`src/mpm_pkg.sv`:
```
package mpm_pkg;

    // Command codes of an input transaction
    localparam logic [1:0] CMD_INSERT = 2'd0;
    localparam logic [1:0] CMD_END    = 2'd1;
    localparam logic [1:0] CMD_BUILD  = 2'd2;
    localparam logic [1:0] CMD_SCAN   = 2'd3;

    // Status codes of a result transaction
    localparam logic [1:0] ST_OK    = 2'd0;
    localparam logic [1:0] ST_FULL  = 2'd1;
    localparam logic [1:0] ST_PHASE = 2'd2;

    localparam int          COUNT_W   = 16;
    localparam int          SYM_W     = 5;
    localparam logic [15:0] COUNT_MAX = 16'hFFFF;

    // Consumed marks are stored as text epochs; zero means never consumed
    localparam int         EPOCH_W    = 8;
    localparam logic [7:0] EPOCH_ONE  = 8'd1;
    localparam logic [7:0] EPOCH_LAST = 8'hFF;

    // Datapath operation codes
    localparam logic [3:0] OP_NONE  = 4'd0;
    localparam logic [3:0] OP_CLR   = 4'd1;
    localparam logic [3:0] OP_ECLR  = 4'd2;
    localparam logic [3:0] OP_DISP  = 4'd3;
    localparam logic [3:0] OP_INS   = 4'd4;
    localparam logic [3:0] OP_END   = 4'd5;
    localparam logic [3:0] OP_BINIT = 4'd6;
    localparam logic [3:0] OP_BRV   = 4'd7;
    localparam logic [3:0] OP_BRT   = 4'd8;
    localparam logic [3:0] OP_BW    = 4'd9;
    localparam logic [3:0] OP_BOL   = 4'd10;
    localparam logic [3:0] OP_BNEXT = 4'd11;
    localparam logic [3:0] OP_BPOP  = 4'd12;
    localparam logic [3:0] OP_SSTEP = 4'd13;
    localparam logic [3:0] OP_SWALK = 4'd14;
    localparam logic [3:0] OP_FIN   = 4'd15;

    typedef struct packed {
        logic [1:0]       command;
        logic [SYM_W-1:0] symbol;
        logic             first;
    } t_in_item;

    typedef struct packed {
        logic [COUNT_W-1:0] match_total;
        logic [1:0]         status;
    } t_out_item;

    typedef struct packed {
        logic       load;
        logic [3:0] op;
    } t_dp_cmd;

    typedef struct packed {
        logic [1:0] command;
        logic       bad;
        logic       first;
        logic       epoch_wrap;
        logic       g_zero;
        logic       clr_done;
        logic       eclr_done;
        logic       v_zero;
        logic       c_last;
        logic       q_more;
        logic       k_hit;
        logic       o_zero;
        logic       out_free;
    } t_dp_stat;

endpackage

```
`src/mpm_ctrl.sv`:
```
module mpm_ctrl (
    input  logic              i_clk,
    input  logic              i_rst_n,
    input  logic              i_in_valid,
    output logic              o_in_stall,
    input  mpm_pkg::t_dp_stat i_stat,
    output mpm_pkg::t_dp_cmd  o_cmd
);

    localparam logic [3:0] S_CLR   = 4'd0;
    localparam logic [3:0] S_IDLE  = 4'd1;
    localparam logic [3:0] S_DISP  = 4'd2;
    localparam logic [3:0] S_INS   = 4'd3;
    localparam logic [3:0] S_END   = 4'd4;
    localparam logic [3:0] S_BINIT = 4'd5;
    localparam logic [3:0] S_BRV   = 4'd6;
    localparam logic [3:0] S_BRT   = 4'd7;
    localparam logic [3:0] S_BW    = 4'd8;
    localparam logic [3:0] S_BOL   = 4'd9;
    localparam logic [3:0] S_BNEXT = 4'd10;
    localparam logic [3:0] S_BPOP  = 4'd11;
    localparam logic [3:0] S_ECLR  = 4'd12;
    localparam logic [3:0] S_SSTEP = 4'd13;
    localparam logic [3:0] S_SWALK = 4'd14;
    localparam logic [3:0] S_FIN   = 4'd15;

    logic [3:0] r_state;
    logic [3:0] n_state;
    logic [3:0] w_op;

    // Next state and operation
    always_comb begin
        n_state = r_state;
        w_op    = mpm_pkg::OP_NONE;
        unique case (r_state)
            S_CLR: begin
                w_op = mpm_pkg::OP_CLR;
                if (i_stat.clr_done) n_state = S_IDLE;
            end
            S_IDLE: begin
                if (i_in_valid) n_state = S_DISP;
            end
            S_DISP: begin
                w_op = mpm_pkg::OP_DISP;
                if (i_stat.bad) begin
                    n_state = S_FIN;
                end else begin
                    unique case (i_stat.command)
                        mpm_pkg::CMD_INSERT: n_state = S_INS;
                        mpm_pkg::CMD_END:    n_state = S_END;
                        mpm_pkg::CMD_BUILD:  n_state = S_BINIT;
                        default: begin
                            n_state = (i_stat.first && i_stat.epoch_wrap) ? S_ECLR : S_SSTEP;
                        end
                    endcase
                end
            end
            S_INS: begin
                w_op    = mpm_pkg::OP_INS;
                n_state = S_FIN;
            end
            S_END: begin
                w_op    = mpm_pkg::OP_END;
                n_state = S_FIN;
            end
            S_BINIT: begin
                w_op    = mpm_pkg::OP_BINIT;
                n_state = S_BRV;
            end
            S_BRV: begin
                w_op    = mpm_pkg::OP_BRV;
                n_state = S_BRT;
            end
            S_BRT: begin
                w_op    = mpm_pkg::OP_BRT;
                n_state = S_BW;
            end
            S_BW: begin
                w_op    = mpm_pkg::OP_BW;
                n_state = i_stat.v_zero ? S_BNEXT : S_BOL;
            end
            S_BOL: begin
                w_op    = mpm_pkg::OP_BOL;
                n_state = S_BNEXT;
            end
            S_BNEXT: begin
                w_op = mpm_pkg::OP_BNEXT;
                priority if (!i_stat.c_last) n_state = S_BRV;
                else if (i_stat.q_more)      n_state = S_BPOP;
                else                         n_state = S_FIN;
            end
            S_BPOP: begin
                w_op    = mpm_pkg::OP_BPOP;
                n_state = S_BRV;
            end
            S_ECLR: begin
                w_op = mpm_pkg::OP_ECLR;
                if (i_stat.eclr_done) n_state = S_SSTEP;
            end
            S_SSTEP: begin
                w_op    = mpm_pkg::OP_SSTEP;
                n_state = i_stat.g_zero ? S_FIN : S_SWALK;
            end
            S_SWALK: begin
                w_op = mpm_pkg::OP_SWALK;
                if (i_stat.k_hit || i_stat.o_zero) n_state = S_FIN;
            end
            default: begin
                w_op = mpm_pkg::OP_FIN;
                if (i_stat.out_free) n_state = S_IDLE;
            end
        endcase
    end

    // State register
    always_ff @(posedge i_clk) begin
        if (!i_rst_n) begin
            r_state <= S_CLR;
        end else begin
            r_state <= n_state;
        end
    end

    assign o_in_stall = (r_state != S_IDLE);
    assign o_cmd.op   = w_op;
    assign o_cmd.load = (r_state == S_IDLE) && i_in_valid;

endmodule

```
`config.mk`:
```
export PLATFORM = sky130hd
export DESIGN_NAME = mpm_ctrl
export DESIGN_NICKNAME = d
export VERILOG_FILES = /design/src/mpm_pkg.sv /design/src/mpm_ctrl.sv
export SDC_FILE = /design/constraint.sdc
export NUM_CORES = 1
export LEC_CHECK = 0
export ABC_AREA = 1
export BUFFER_PORTS_ARGS = -buffer_cell sky130_fd_sc_hd__buf_2
export CORE_UTILIZATION = 43
export DETAILED_ROUTE_END_ITERATION = 16
export PLACE_DENSITY = 0.78
export SLEW_MARGIN = 10
export SYNTH_ARGS = -nofsm -noshare
export SYNTH_HDL_FRONTEND = slang
export SYNTH_SLANG_ARGS = --single-unit
```
`constraint.sdc`:
```
create_clock -name i_clk -period 1.4 [get_ports i_clk]
set_input_delay 0.14 -clock i_clk [delete_from_list [all_inputs] [get_ports i_clk]]
set_output_delay 0.14 -clock i_clk [all_outputs]
set_load 0.01 [all_outputs]
```
==> metrics.md <==
| Metric | Value |
|---|---|
| Commonest cells after routing, fill and taps aside | 25 x nand2_1, 20 x buf_2, 20 x buf_4, 14 x nor2_4, 14 x nor2_1 |
| Setup Viol. Count Final | 8 |
| Die area | 0.00160 sq mm |
| Clock sink total | 4 |
| # IOs | 23 |
| Slew margin rel. | 0.817 |
| CTS root buf | clkbuf_4 |
| Fmax | 596 MHz |
| Die Span X | 40.0 um |
| Avg Synthesized Cell Area | 4.93 sq um |
| Failing checks | negative setup slack |
| Vias | 1,203 |
| Layout fillers | 56 |
| Sequential-to-total area share from yosys stat | 0.129 |
| Global placer's final weighted congestion | 0.975 |
| Multi-input gate area | 699 sq um |
| Worst R2R End | r_state[3]$_SDFFE_PN0P_ |
| Worst min path class | input port to register |
| Post-layout worst setup margin | -0.279 ns |
| Status | finished, violations left |
| Syn Inst Count | 126 |
| CTS Buf Count | 3 |
| GRT overflow | 0 |
| TritonCTS clock tree | done |
| Area growth syn-to-layout | 95.4% |
| Most common cell after layout, fill and taps aside | nand2_1 |
| Number of flip-flops in the largest register | 4 |
| Sequential cell area | 95.1 sq um |
| Layout cells sized above 1 | 0.592 |
| Clock transition at the registers of the reported paths | 0.05 ns |
| Synth area leaders | nand2_1 21%, nor2_1 19%, dfxtp_1 13% |
| Hold Vio Cnt, Final | 0 |
| Cells after DPL | 177 |
| WP data required | 1.57 ns |
| Initial Utilization | 0.471 |
| Syn. warnings | 0 |
| Fin crit share | 1.20 |
| Max cap viols | 0 |
| Unrepaired setup endpoints after global routing | yes |
| GR Layer Usage met1 | 0.372 |
| Met2 GRT Util | 0.718 |
| Worst r2r src | r_state[3]$_SDFFE_PN0P_ |
| Cell variety after synth | 18 |
| Initial antenna violation count | 0 |
| TritonRoute pass-1 iters | 4 |
| Vias per inst | 6.37 |
| Worst setup path startpoint | r_state[3]$_SDFFE_PN0P_ |
| WL per Instance | 19.6 um |
| CP arrival | 1.85 ns |
| Min Tclk post-route | 1.68 ns |
| Ant diodes | 0 |
| Flops & latches, synth | 4 |
| Syn nets | 143 |
| Buffers on Ports | 22 |
| Leak | 0.639 nW |
| Hold_ws | 0.195 ns |
| Hold buffers post-CTS | 0 |
| Final cell count without fillers | 189 |
| Htree depth | 1 |
| Clock skew | 0.0195 ns |
| Core ar. | 0.00132 sq mm |
| Grt met3 use | 0.100 |
| Synth top area share | 0.206 |
| Peak supply drop | 1.48 mV |
| First-pass GRT wire length | 4060 um |
| R2R cell count | 10 |
| Mapped Area | 621 sq um |
| P per Cell Area | 2280 mW/mm^2 |
| FF-to-FF setup slack | -0.28 ns |
| Worst-path maximum fanout | 5 |
| Worst Tran Pin Value | 0.274 ns |
| Critical Path End Type | register |
| Final core occ | 0.920 |
| Biggest regs | r_state: 4 flops |
| Crit Path Class | register to register |
| Total Wirelength | 3700 um |
| Die height | 40.0 um |
| Worst setup path endpoint | r_state[3]$_SDFFE_PN0P_ |
| Gr usage total | 0.377 |
| Final Max Tran Viols | 0 |
| Post-detail-place hpwl | 1690 um |
| Drt initial violations | 116 |
| Rows | 13 |
| Clock latency on the worst-skew pair | 0.25 ns |
| # DRC | 0 |
| Vias in the first global route | 1,003 |
| CTS Buffer Depth | 2 |
| Post-DP Area | 855 sq um |
| Setup_tns | -1.45 ns |
| Largest net degree at the start of global routing | 8 |
| Final Instance Area | 0.00121 sq mm |
| Post-route ant nets | 0 |
| Busiest layer in global routing | met2 |
| Top reg by flops | r_state |
| Area leader, netlist | nand2_1 |
| CP Launch Type | register |
| Nets | 193 |
-- worst max-delay path: stages (launching register included) --
cell	delay [ns]
dfxtp_4	0.38
buf_4	0.15
nand2_4	0.09
nor2_2	0.06
nor2_2	0.23
inv_2	0.08
nor2_2	0.14
nand2_2	0.12
nand2_2	0.10
nand2_2	0.08
a21oi_2	0.16
-- Yosys cell counts --
master / n
a21oi_1: 7
a211oi_1: 1
nand2_1: 34
o21ai_1: 1
o22ai_1: 1
nor2_2: 4
o2111ai_1: 1
inv_1: 10
nor3_1: 1
xor2_1: 1
nand3_1: 11
dfxtp_1: 4
nor2_1: 32
o21ai_2: 1
nand2_2: 6
inv_2: 4
o21ai_0: 6
o211ai_1: 1
-- power by group --
| part | total, mW | switching (mW) | leakage [nW] | internal, mW |
|---|---|---|---|---|
| sequential | 0.394 | 0.199 | 0.0356 | 0.194 |
| combinational | 2.22 | 1.30 | 0.590 | 0.918 |
| clock | 0.157 | 0.0598 | 0.0138 | 0.0967 |
| total | 2.77 | 1.56 | 0.639 | 1.21 |
-- cells by family after synthesis --
group | after synthesis | synth area share
compound gates | 19 | 0.175
buf+inv | 14 | 0.0847
simple gates | 88 | 0.597
xor+xnor | 1 | 0.0141
flops | 4 | 0.129
-- timing repair --
| action | 4_1_cts | 5_1_grt |
|---|---|---|
| gates resized for setup | 47 | 34 |
| endpoints found under the setup margin | 9 | 8 |
| buffers inserted | 7 | 3 |
| pin swaps | 13 | 13 |
-- metal layers --
layer / share of wire / vias to the layer above
li1: - / 505
met1: 0.33 / 521
met2: 0.44 / 126
met3: 0.14 / 51
met4: 0.091 / 0
met5: 0 / -
-- through the flow --
stage | setup slack, ns | power (mW)
final | -0.279 | 2.77
after global routing | -0.324 | 2.92
after CTS | -0.0357 | 2.13
after detailed placement | -0.0884 | 1.57
after global placement | -0.0510 | 1.55
after floorplan | 0.114 | 1.08
-- final cells by class --
class,instances,share of cell area
Clock buffer,3,0.0186
Inverter,14,0.0578
Multi-Input combinational cell,108,0.577
Sequential cell,4,0.0784
Tap cell,15,0.0155
Timing Repair Buffer,45,0.253
-- worst min-delay path by stage --
stage / from / end / depth (start not counted)
finish: i_rst_n / r_state[2]$_SDFFE_PN0P_ / 3
global route: i_rst_n / r_state[2]$_SDFFE_PN0P_ / 3
CTS: i_rst_n / r_state[3]$_SDFFE_PN0P_ / 3
detailed placement: i_rst_n / r_state[2]$_SDFFE_PN0P_ / 3
global placement: i_rst_n / r_state[3]$_SDFFE_PN0P_ / 3
floorplan: i_rst_n / r_state[1]$_SDFFE_PN0P_ / 2
Note: power is estimated with default switching activity, not from simulation.
